<file path="config.mk">
export PLATFORM = sky130hd
export DESIGN_NAME = json_string_unescape_utf8_top
export DESIGN_NICKNAME = d
export VERILOG_FILES = /design/src/hw/rtl/jsu_pkg.sv /design/src/hw/rtl/jsu_decode.sv /design/src/hw/rtl/json_string_unescape_utf8_top.sv
export SDC_FILE = /design/constraint.sdc
export NUM_CORES = 1
export LEC_CHECK = 0
export BUFFER_PORTS_ARGS = -buffer_cell sky130_fd_sc_hd__buf_2
export CAP_MARGIN = 0
export CORE_UTILIZATION = 62
export DETAILED_ROUTE_END_ITERATION = 7
export GPL_TIMING_DRIVEN = 1
export PLACE_DENSITY = 0.86
export SLEW_MARGIN = 20
export SYNTH_ARGS = -nofsm -noshare
export SYNTH_HDL_FRONTEND = slang
export SYNTH_SLANG_ARGS = --single-unit
export TNS_END_PERCENT = 100
</file>
<file path="constraint.sdc">
create_clock -name clk -period 7.5 [get_ports clk]
set_input_delay 1.125 -clock clk [delete_from_list [all_inputs] [get_ports clk]]
set_output_delay 1.125 -clock clk [all_outputs]
set_load 0.03 [all_outputs]
</file>
<file path="src/hw/rtl/jsu_pkg.sv">
// Shared types and codes for the JSON string unescape / UTF-8 encode block.
package jsu_pkg;

	// Decoder modes.
	localparam logic [3:0] MODE_IDLE = 4'd0;
	localparam logic [3:0] MODE_BODY = 4'd1;
	localparam logic [3:0] MODE_ESC  = 4'd2;
	localparam logic [3:0] MODE_H1   = 4'd3;
	localparam logic [3:0] MODE_H2   = 4'd4;
	localparam logic [3:0] MODE_H3   = 4'd5;
	localparam logic [3:0] MODE_H4   = 4'd6;
	localparam logic [3:0] MODE_SB   = 4'd7;
	localparam logic [3:0] MODE_SU   = 4'd8;
	localparam logic [3:0] MODE_L1   = 4'd9;
	localparam logic [3:0] MODE_L2   = 4'd10;
	localparam logic [3:0] MODE_L3   = 4'd11;
	localparam logic [3:0] MODE_L4   = 4'd12;

	// Result status codes.
	localparam logic [1:0] STAT_DATA = 2'd0;
	localparam logic [1:0] STAT_OK   = 2'd1;
	localparam logic [1:0] STAT_ERR  = 2'd2;

	typedef struct packed {
		logic [3:0]  mode;
		logic [15:0] hex;
		logic [9:0]  hi;
	} jsu_state_t;

	// Results caused by one input word: up to four data bytes, then an
	// optional status result (tail is STAT_DATA when there is none).
	typedef struct packed {
		logic [3:0][7:0] data;
		logic [2:0]      n_data;
		logic [1:0]      tail;
	} jsu_burst_t;

endpackage

</file>
<file path="src/hw/rtl/jsu_decode.sv">
// Next-state and result logic for one input byte of the string decoder.
module jsu_decode (
	input  jsu_pkg::jsu_state_t st,
	input  logic [7:0]          in_byte,
	input  logic                fin,
	output jsu_pkg::jsu_state_t st_nxt,
	output jsu_pkg::jsu_burst_t burst
);
	import jsu_pkg::*;

	localparam logic [7:0] CH_QUOTE  = 8'h22;
	localparam logic [7:0] CH_BSLASH = 8'h5c;
	localparam logic [7:0] CH_SLASH  = 8'h2f;
	localparam logic [7:0] CH_B      = 8'h62;
	localparam logic [7:0] CH_F      = 8'h66;
	localparam logic [7:0] CH_N      = 8'h6e;
	localparam logic [7:0] CH_R      = 8'h72;
	localparam logic [7:0] CH_T      = 8'h74;
	localparam logic [7:0] CH_U      = 8'h75;
	localparam logic [7:0] CH_SPACE  = 8'h20;
	localparam logic [5:0] SURR_HI_TAG = 6'h36;
	localparam logic [5:0] SURR_LO_TAG = 6'h37;

	// Hex digit value; bit 4 flags a valid digit.
	function automatic logic [4:0] hex_digit(input logic [7:0] c);
		logic [4:0] r;
		r = '0;
		if (c >= 8'h30 && c <= 8'h39) begin
			r = {1'b1, c[3:0]};
		end else if ((c >= 8'h61 && c <= 8'h66) || (c >= 8'h41 && c <= 8'h46)) begin
			r = {1'b1, c[3:0] + 4'd9};
		end
		return r;
	endfunction

	// UTF-8 encoding of a code point, first byte in entry 0.
	function automatic jsu_burst_t utf8_encode(input logic [20:0] cp);
		jsu_burst_t b;
		b = '0;
		b.tail = STAT_DATA;
		if (cp[20:7] == '0) begin
			b.data[0] = {1'b0, cp[6:0]};
			b.n_data = 3'd1;
		end else if (cp[20:11] == '0) begin
			b.data[0] = {3'b110, cp[10:6]};
			b.data[1] = {2'b10, cp[5:0]};
			b.n_data = 3'd2;
		end else if (cp[20:16] == '0) begin
			b.data[0] = {4'b1110, cp[15:12]};
			b.data[1] = {2'b10, cp[11:6]};
			b.data[2] = {2'b10, cp[5:0]};
			b.n_data = 3'd3;
		end else begin
			b.data[0] = {5'b11110, cp[20:18]};
			b.data[1] = {2'b10, cp[17:12]};
			b.data[2] = {2'b10, cp[11:6]};
			b.data[3] = {2'b10, cp[5:0]};
			b.n_data = 3'd4;
		end
		return b;
	endfunction

	logic [4:0]  hd;
	logic [15:0] acc;
	logic [10:0] plane;
	logic        fail;
	logic        done;
	jsu_burst_t  enc;

	assign hd    = hex_digit(in_byte);
	assign acc   = {st.hex[11:0], hd[3:0]};
	assign plane = {1'b0, st.hi} + 11'd64;

	always_comb begin
		st_nxt = st;
		burst  = '0;
		fail   = 1'b0;
		done   = 1'b0;
		enc    = '0;
		unique case (st.mode)
			MODE_BODY: begin
				if (in_byte == CH_QUOTE) begin
					done = 1'b1;
				end else if (in_byte < CH_SPACE) begin
					fail = 1'b1;
				end else if (in_byte == CH_BSLASH) begin
					st_nxt.mode = MODE_ESC;
				end else begin
					burst.data[0] = in_byte;
					burst.n_data  = 3'd1;
				end
			end
			MODE_ESC: begin
				st_nxt.mode   = MODE_BODY;
				burst.n_data  = 3'd1;
				unique case (in_byte)
					CH_QUOTE, CH_BSLASH, CH_SLASH: burst.data[0] = in_byte;
					CH_B: burst.data[0] = 8'h08;
					CH_F: burst.data[0] = 8'h0c;
					CH_N: burst.data[0] = 8'h0a;
					CH_R: burst.data[0] = 8'h0d;
					CH_T: burst.data[0] = 8'h09;
					CH_U: begin
						burst.n_data = 3'd0;
						st_nxt.hex   = '0;
						st_nxt.mode  = MODE_H1;
					end
					default: begin
						burst.n_data = 3'd0;
						fail = 1'b1;
					end
				endcase
			end
			MODE_SB: begin
				if (in_byte == CH_BSLASH) begin
					st_nxt.mode = MODE_SU;
				end else begin
					fail = 1'b1;
				end
			end
			MODE_SU: begin
				if (in_byte == CH_U) begin
					st_nxt.hex  = '0;
					st_nxt.mode = MODE_L1;
				end else begin
					fail = 1'b1;
				end
			end
			MODE_H1, MODE_H2, MODE_H3, MODE_H4,
			MODE_L1, MODE_L2, MODE_L3, MODE_L4: begin
				if (!hd[4]) begin
					fail = 1'b1;
				end else begin
					st_nxt.hex = acc;
					if (st.mode == MODE_H4) begin
						if (acc[15:10] == SURR_HI_TAG) begin
							st_nxt.hi   = acc[9:0];
							st_nxt.mode = MODE_SB;
						end else if (acc[15:10] == SURR_LO_TAG) begin
							fail = 1'b1;
						end else begin
							enc = utf8_encode({5'd0, acc});
							burst = enc;
							st_nxt.mode = MODE_BODY;
						end
					end else if (st.mode == MODE_L4) begin
						if (acc[15:10] != SURR_LO_TAG) begin
							fail = 1'b1;
						end else begin
							enc = utf8_encode({plane, acc[9:0]});
							burst = enc;
							st_nxt.mode = MODE_BODY;
						end
					end else begin
						st_nxt.mode = st.mode + 4'd1;
					end
				end
			end
			default: begin
				// Idle, and the unused mode codes that behave as idle.
				if (in_byte == CH_QUOTE) begin
					st_nxt.mode = MODE_BODY;
				end else begin
					fail = 1'b1;
				end
			end
		endcase

		// Input ran out with the literal still open.
		if (!fail && !done && fin && st_nxt.mode != MODE_IDLE) begin
			fail = 1'b1;
		end

		if (fail) begin
			burst.tail = STAT_ERR;
		end else if (done) begin
			burst.tail = STAT_OK;
		end else begin
			burst.tail = STAT_DATA;
		end

		if (fail || done) begin
			st_nxt.mode = MODE_IDLE;
			st_nxt.hex  = '0;
			st_nxt.hi   = '0;
		end
	end

endmodule

</file>
<file path="src/hw/rtl/json_string_unescape_utf8_top.sv">
// Top level of the streaming JSON string unescape and UTF-8 encode block.
//
//  Channel  Dir  Handshake               Payload
//  s_axis   in   s_axis_tvalid/tready    tdata[7:0] in_byte, tlast final_byte
//  m_axis   out  m_axis_tvalid/tready    tdata[7:0] out_byte, tuser[1:0] status,
//                                        tlast last_in_run
//
// Each input word is held in an input register, decoded by one pass of
// combinational logic, and the results it causes are loaded into a result
// register that holds up to four UTF-8 bytes and one status result.
// A word causing several results holds the result register until all are
// handed out, so throughput is set by the output port at one word per cycle
// while the sink is ready. A new input word is taken while the last result
// of the previous one is being handed out. Reset returns the decoder to
// idle, awaiting the opening quote, and empties both registers.
module json_string_unescape_utf8_top (
	input  logic       clk,
	input  logic       arst_n,
	input  logic       s_axis_tvalid,
	output logic       s_axis_tready,
	input  logic [7:0] s_axis_tdata,  // [7:0] in_byte
	input  logic       s_axis_tlast,  // final_byte
	output logic       m_axis_tvalid,
	input  logic       m_axis_tready,
	output logic [7:0] m_axis_tdata,  // [7:0] out_byte
	output logic [1:0] m_axis_tuser,  // [1:0] status
	output logic       m_axis_tlast   // last_in_run
);
	import jsu_pkg::*;

	// Input register stage.
	logic       v_s1;
	logic [7:0] byte_s1;
	logic       fin_s1;

	// Decoder state, updated when a word leaves the input register.
	jsu_state_t st_q;
	jsu_state_t st_nxt;
	jsu_burst_t burst_nxt;
	logic [2:0] total_nxt;

	// Result register stage with its read pointer.
	logic       v_s2;
	jsu_burst_t burst_s2;
	logic [2:0] total_s2;
	logic [2:0] idx_s2;

	logic out_last;
	logic s2_free;
	logic fire_s1;

	jsu_decode u_decode (
		.st     (st_q),
		.in_byte(byte_s1),
		.fin    (fin_s1),
		.st_nxt (st_nxt),
		.burst  (burst_nxt)
	);

	// Data bytes plus the optional status result.
	assign total_nxt = burst_nxt.n_data + {2'b00, burst_nxt.tail != STAT_DATA};

	// The result register frees up when empty or when its last word leaves.
	assign out_last      = (idx_s2 == total_s2 - 3'd1);
	assign s2_free       = !v_s2 || (m_axis_tready && out_last);
	assign fire_s1       = v_s1 && s2_free;
	assign s_axis_tready = !v_s1 || s2_free;

	always_ff @(posedge clk or negedge arst_n) begin
		if (!arst_n) begin
			v_s1        <= 1'b0;
			v_s2        <= 1'b0;
			idx_s2      <= '0;
			st_q.mode   <= MODE_IDLE;
			st_q.hex    <= '0;
			st_q.hi     <= '0;
		end else begin
			if (s_axis_tready) begin
				v_s1 <= s_axis_tvalid;
			end
			if (fire_s1) begin
				st_q <= st_nxt;
			end
			if (s2_free) begin
				// Words that cause no result (opening quote, backslash, hex
				// digits) leave the result register empty.
				v_s2   <= fire_s1 && (total_nxt != 3'd0);
				idx_s2 <= '0;
			end else if (m_axis_tready) begin
				idx_s2 <= idx_s2 + 3'd1;
			end
		end
	end

	always_ff @(posedge clk) begin
		if (s_axis_tready && s_axis_tvalid) begin
			byte_s1 <= s_axis_tdata;
			fin_s1  <= s_axis_tlast;
		end
		if (fire_s1) begin
			burst_s2 <= burst_nxt;
			total_s2 <= total_nxt;
		end
	end

	// Data bytes go out first, then the status result if there is one.
	always_comb begin
		if (idx_s2 < burst_s2.n_data) begin
			m_axis_tdata = burst_s2.data[idx_s2[1:0]];
			m_axis_tuser = STAT_DATA;
		end else begin
			m_axis_tdata = '0;
			m_axis_tuser = burst_s2.tail;
		end
	end

	assign m_axis_tvalid = v_s2;
	assign m_axis_tlast  = out_last;

`ifndef SYNTHESIS
	// A status result always closes the run of its input word.
	a_status_last: assert property (@(posedge clk) disable iff (!arst_n)
		(m_axis_tvalid && m_axis_tuser != STAT_DATA) |-> m_axis_tlast)
		else $error("status result not marked last");

	// A status result carries a zero byte.
	a_status_zero: assert property (@(posedge clk) disable iff (!arst_n)
		(m_axis_tvalid && m_axis_tuser != STAT_DATA) |-> (m_axis_tdata == 8'h00))
		else $error("status result with nonzero byte");

	// The read pointer never runs past the results held.
	a_idx_range: assert property (@(posedge clk) disable iff (!arst_n)
		v_s2 |-> (idx_s2 < total_s2))
		else $error("result pointer out of range");

	// The decoder state only moves when a word is decoded.
	a_state_hold: assert property (@(posedge clk) disable iff (!arst_n)
		!fire_s1 |=> $stable(st_q))
		else $error("decoder state changed without a word");
`endif

endmodule

</file>
# Yosys cells after proc, flatten, opt, wreduce, memory -nomap -nowiden
# Cells that the tools add are included.
dict set report classes {
  n_div 0
  n_addsub 6
  n_eq_ne 28
  n_reduce_logical 39
  bitwise_logic 0
  n_mux 67
  n_lt_le_gt_ge 9
  n_shift 0
  n_mul 0
}
# operator n
set op_table {}
lappend op_table {{37-bit two-way mux} 5}
lappend op_table {{30-bit two-way mux} 2}
lappend op_table {{8-bit by 7-bit equality test with 1-bit output, second input constant} 7}
lappend op_table {{11-bit two-way mux} 5}
lappend op_table {{16-bit one-hot mux with 3 select lines} 1}
lappend op_table {{8-bit one-hot mux with 6 select lines} 1}
lappend op_table {{4-bit two-way mux} 10}
lappend op_table {{11-bit one-hot mux with 3 select lines} 1}
lappend op_table {{16-bit two-way mux} 2}
lappend op_table {{8-bit two-way mux} 4}
lappend op_table {{10-bit two-way mux} 3}
lappend op_table {{25-bit two-way mux} 1}
lappend op_table {{24-bit two-way mux} 1}
lappend op_table {{4-bit equality test, second input constant} 5}
lappend op_table {{20-bit two-way mux} 1}
lappend op_table {{4-bit one-hot mux with 5 select lines} 1}
lappend op_table {{19-bit two-way mux} 1}
lappend op_table {{18-bit two-way mux} 1}
lappend op_table {{1-bit two-way mux} 17}
lappend op_table {{17-bit two-way mux} 1}
lappend op_table {{8-bit binary-select mux with 2-bit select} 1}
lappend op_table {{4-bit by 3-bit equality test with 1-bit output, second input constant} 4}
lappend op_table {{8-bit by 6-bit equality test with 1-bit output, second input constant} 2}
lappend op_table {{8-bit by 7-bit greater-or-equal comparator with 1-bit output, second input constant} 2}
lappend op_table {{38 further kinds} 70}
dict set report word_totals {
  inputBits 13
  memories 0
  ram_bits 0
  regBits 80
  latchBits 0
  rom_bits 0
  wordCells 164
  out_inout_bits 13
}

# Logic depth before layout (Yosys ltp)
dict set report depth {
  ltp_word 17
  ltp_mapped 15
  ltp_nobuf 13
}

# Modules after synthesis
# Synthesis repeated with hierarchy kept, for this count alone.
dict set report hier_totals {
  cells_unflattened 575
  area_unflattened_um2 6047.0
}
# mod cells_per_inst instances area_each_um2 seq_area_each_um2
set modules_own_cells {}
lappend modules_own_cells {json_string_unescape_utf8_top 175 1 3407.0 2347.3}
lappend modules_own_cells {jsu_decode 400 1 2640.0 0.0}

# Worst setup path before layout
# Ideal clock, no wire load.
dict set report synth_path {
  path_kind {register -> register}
  start {register total_s2[0]}
  end {register st_q[20] (netlist bit)}
  n_path_buf 1
  arrival_ns 3.461
  setup_time_ns 0.121
  path_stages_with_launch 12
  t_required_ns 7.379
  period_less_slack_ns 3.582
  slack_ns 3.918
  path_cell_list {edfxtp_1 > inv_1 > ha_1 > xnor2_1 > nor3_1 > nand2_1 > nand2_1 > nand2_1 > clkinv_1 > o311ai_1 > buf_2 > a22o_1}
}
dict set report synth_between {
  elab_chain_len 6
}
# element line
set synth_rtl {}
lappend synth_rtl {{start, declared} json_string_unescape_utf8_top.sv:45} ;# logic [2:0] total_s2;
lappend synth_rtl {{start signal, assigned} json_string_unescape_utf8_top.sv:102} ;# total_s2 <= total_nxt;
lappend synth_rtl {{3-bit by 1-bit subtractor with 3-bit output} json_string_unescape_utf8_top.sv:64} ;# assign out_last = (idx_s2 == total_s2 - 3'd1);
lappend synth_rtl {{3-bit equality test} json_string_unescape_utf8_top.sv:64}
lappend synth_rtl {{named net m_axis_tlast} json_string_unescape_utf8_top.sv:27} ;# output logic m_axis_tlast
lappend synth_rtl {{1-bit logical AND} json_string_unescape_utf8_top.sv:65} ;# assign s2_free = !v_s2 || (m_axis_tready && out_last);
lappend synth_rtl {{1-bit logical OR} json_string_unescape_utf8_top.sv:65}
lappend synth_rtl {{1-bit logical AND} json_string_unescape_utf8_top.sv:66} ;# assign fire_s1 = v_s1 && s2_free;
lappend synth_rtl {{named net fire_s1} json_string_unescape_utf8_top.sv:50} ;# logic fire_s1;
lappend synth_rtl {{5-bit AND reduction (no line)} -}
lappend synth_rtl {{end signal, assigned} json_string_unescape_utf8_top.sv:82} ;# st_q <= st_nxt;
lappend synth_rtl {{end, declared} json_string_unescape_utf8_top.sv:37} ;# jsu_state_t st_q;
# The timed path passes the listed nets, and every way through them passes these cells.
# A chain may end at the register's enable or synchronous reset.

# Final worst setup path
dict set report layout_path {
  start {register st_q[26] (netlist bit)}
  end {register v_s2 (netlist: m_axis_tvalid)}
}
dict set report layout_between {
  elab_chain_len 15
  word_cells_on_any_way 49
  cone_classes {2 x add/sub; 12 x eq/ne; 25 x mux; 10 x reduce/logical}
}
# element line
set layout_rtl {}
lappend layout_rtl {{parallel branches: the longest is 12 deep, another holds 4-bit by 1-bit adder with 4-bit output} -}
lappend layout_rtl {{3-bit by 1-bit adder with 3-bit output (*)} json_string_unescape_utf8_top.sv:61} ;# assign total_nxt = burst_nxt.n_data + {2'b00, burst_nxt.tail != STAT_DATA};
lappend layout_rtl {{named net total_nxt[1]} json_string_unescape_utf8_top.sv:40} ;# logic [2:0] total_nxt;
lappend layout_rtl {{3-bit nonzero test (*)} json_string_unescape_utf8_top.sv:87} ;# v_s2 <= fire_s1 && (total_nxt != 3'd0);
lappend layout_rtl {{1-bit logical AND (*)} json_string_unescape_utf8_top.sv:87}
lappend layout_rtl {{end signal, assigned} json_string_unescape_utf8_top.sv:87}
lappend layout_rtl {{end, declared} json_string_unescape_utf8_top.sv:43} ;# logic v_s2;
# Mark *: on every way through the listed nets, which the timed path passes. The select of a mux whose other input is x is not followed.

==> reports/metrics.cfg <==
[worst_setup_path]
cpMostUsedCell=ha_1
reg2reg_from=st_q[26]
critPathCaptureType=flop
crit_buf_inv=2
crit_chain=inv_1 > ha_1 > o21ai_0 > a22oi_1 > o21ai_1 > buf_4 > o221a_2 > and4bb_4 > a31oi_4 > ha_1 > ha_1 > o31ai_1 > nand2_1
cp_slowest_stage_delay_ps=810
cp-start-kind=flop
r2r_end=m_axis_tvalid
worst_path_max_delay_cell=a22oi_1
cp_data_required_time_ps=7750
r2r_cells=13
cp.arrival_ps=4400
path_delay_family=compound AO/OA/AOI/OAI gates
reg2reg_slack_ps=3350
crit_fanout=22
crit_type=flop to flop
cp.depth=13
startpoint=st_q[26]
crit_end=m_axis_tvalid

[place]
numPortBuffers=25
dp_hpwl_um=9590
place.gp.congestion=0.991

[routing]
drt-vias-per-instance=7.03
drt_iter0_drc=460
post_drt_wl_per_cell_um=22.2
vias=4162
ant_nets=0
drtPass1Iterations=8
wirelength_um=13100
remaining_drc_errors=0

[hold_path]
min-delay-start=v_s1
worstHoldPathType=flop to flop

[synthesis]
ys_seq_area_share_pct=44.0
ys_types=77
synth_ff_type=edfxtp_1
synth_top_cell_area_share_pct=28.2
ys_seq_elements=77
synth_common_cells=edfxtp_1 (46), nand2_1 (46), nor2_1 (35)
syn_nets=497
synth_top_cell_by_area=edfxtp_1
netlist_instances=468
async_flop_share_pct=40.3
synth-edff-count=46
yosys_warnings=0
syn-cell-area_sq_um=4900
avgSynthCellArea_sq_um=10.5
ys_top_cells_by_area=edfxtp_1 (28%), dfrtp_1 (16%), a22o_1 (4.3%)

[clock_tree]
numClockSinks=77
postCtsSetupBuffers=0
cts_buffers=9
clock_latency_ps=370
cts_resized=0
cts_max_path_buffers=2
hold_buffers=0
htree_num_levels=3
cts.reportedPaths.clkPinSlew_ps=90
cts_root_buf=clkbuf_8
cts_tree=built

[floorplanning]
start_util_pct=63.7
die_w_um=90.9
dieArea_sq_um=8260
ios=26
core_sq_um=7690
rows=32
fp.dieH_um=90.9

[status]
status=completed

[timing]
rsz0062_at_grt=false
maxSlewHeadroom_pct=31.5
slew_viol_final=0
fin_skew_ps=9.60
max_freq_ghz=0.241
setup_tns_ps=0
final_hold_viol_count=0
period_share_pct=55.3
min_period_ps=4150
tightest_slew_ps=1010
finalSetupViolations=0

[grt]
grt_antenna_before_repair=0
grt_pass1_vias=3851
grtUsageTotal_pct=33.2
grt_max_degree=38
overflow=0
grt_first_pass_wirelength_um=20800

[layout]
drive_above_1_share_pct=14.9
utilization_pct=68.6
syn_to_final_growth_pct=7.61
nets=514
antennaDiodeCount=0

[power]
finalPower_mw=1.69
power.density_nw_per_um2=321
vdd_drop_max_uv=141
power_leakage_nw=1.99

[flow_run]
maxCapViolCount=0

-- per-layer routing --
metal / vias up / GRT usage [%] / wire [um]
met1: 1993 / 43.2 / 5250
met4: 0 / 18.3 / 610
met3: 64 / 5.30 / 954
li1: 1856 / - / -
met2: 249 / 53.3 / 6310
met5: - / 0 / 0
-- stage by stage --
step | instance area [sq um] | cells | hold WS (ps) | worst slack, ps
6_report | 5270 | 592 | 541 | 3350
5_1_grt | 5270 | 592 | 568 | 3040
4_1_cts | 5270 | 592 | 546 | 3370
3_5_place_dp | 5090 | 576 | 523 | 3430
3_3_place_gp | 5090 | 576 | 519 | 3550
2_1_floorplan | 4900 | 468 | 488 | 3920
-- worst min path at each step --
stage                               end  slack (ps)  cells after the start
final                     m_axis_tvalid         540                      2
after global routing      m_axis_tvalid         570                      2
after CTS                 m_axis_tvalid         550                      2
after detailed placement  m_axis_tvalid         520                      2
after global placement    m_axis_tvalid         520                      2
after floorplan           m_axis_tvalid         490                      2
-- final cells by class --
type                    count  area [sq um]
clock buffers               9           124
clock inverters             7          58.8
flip-flops and latches     77          2160
repair buffers             31           170
fillers                   583          2410
multi-input cells         352          2580
inverters                  14          52.6
well taps                 102           128
-- power breakdown --
group | leakage, nW | internal [mW] | switching [mW]
clock network | 0.0921 | 0.125 | 0.168
logic | 1.06 | 0.262 | 0.465
registers | 0.845 | 0.583 | 0.0905
total | 1.99 | 0.970 | 0.723
-- registers in the layout (all words and copies together), names as in the netlist --
| name | count |
|---|---|
| byte_s1 | 8 |
| v_s1 | 1 |
| idx_s2 | 3 |
| st_q | 26 |
| m_axis_tvalid | 1 |
| burst_s2 | 34 |
| fin_s1 | 1 |
| total_s2 | 3 |
-- worst reg2reg max path, delay by kind of cell, from the launching register on --
| kind | cells | cell delay, ps |
|---|---|---|
| and+or+nand+nor | 2 | 290 |
| adders and majority gates | 3 | 840 |
| buffers and inverters | 2 | 420 |
| AOI/OAI and AO/OA | 6 | 2010 |
| DFF | 1 | 460 |
-- cells in the final DEF, fill, tap and decap left out, types with 14 or more instances in the layout --
cell      count
and2_1       16
dfrtp_1      31
buf_2        25
ha_1         16
o21ai_0      14
a21oi_1      21
nand2_1      46
edfxtp_1     46
nor2_1       35
a22o_1       24
-- kinds of logic (layout without fill, tap and decap cells) --
kind of cell    Yosys count  after routing  synth area share (%)
buf+inv                  39             61                  3.27
mux                      11             11                  4.03
xor+xnor                  8              8                  1.43
flops                    77             77                  44.0
simple gates            177            177                  20.4
compound gates          140            140                  22.8
fa+ha+maj                16             16                  4.09
(Power assumes the default switching activity.)
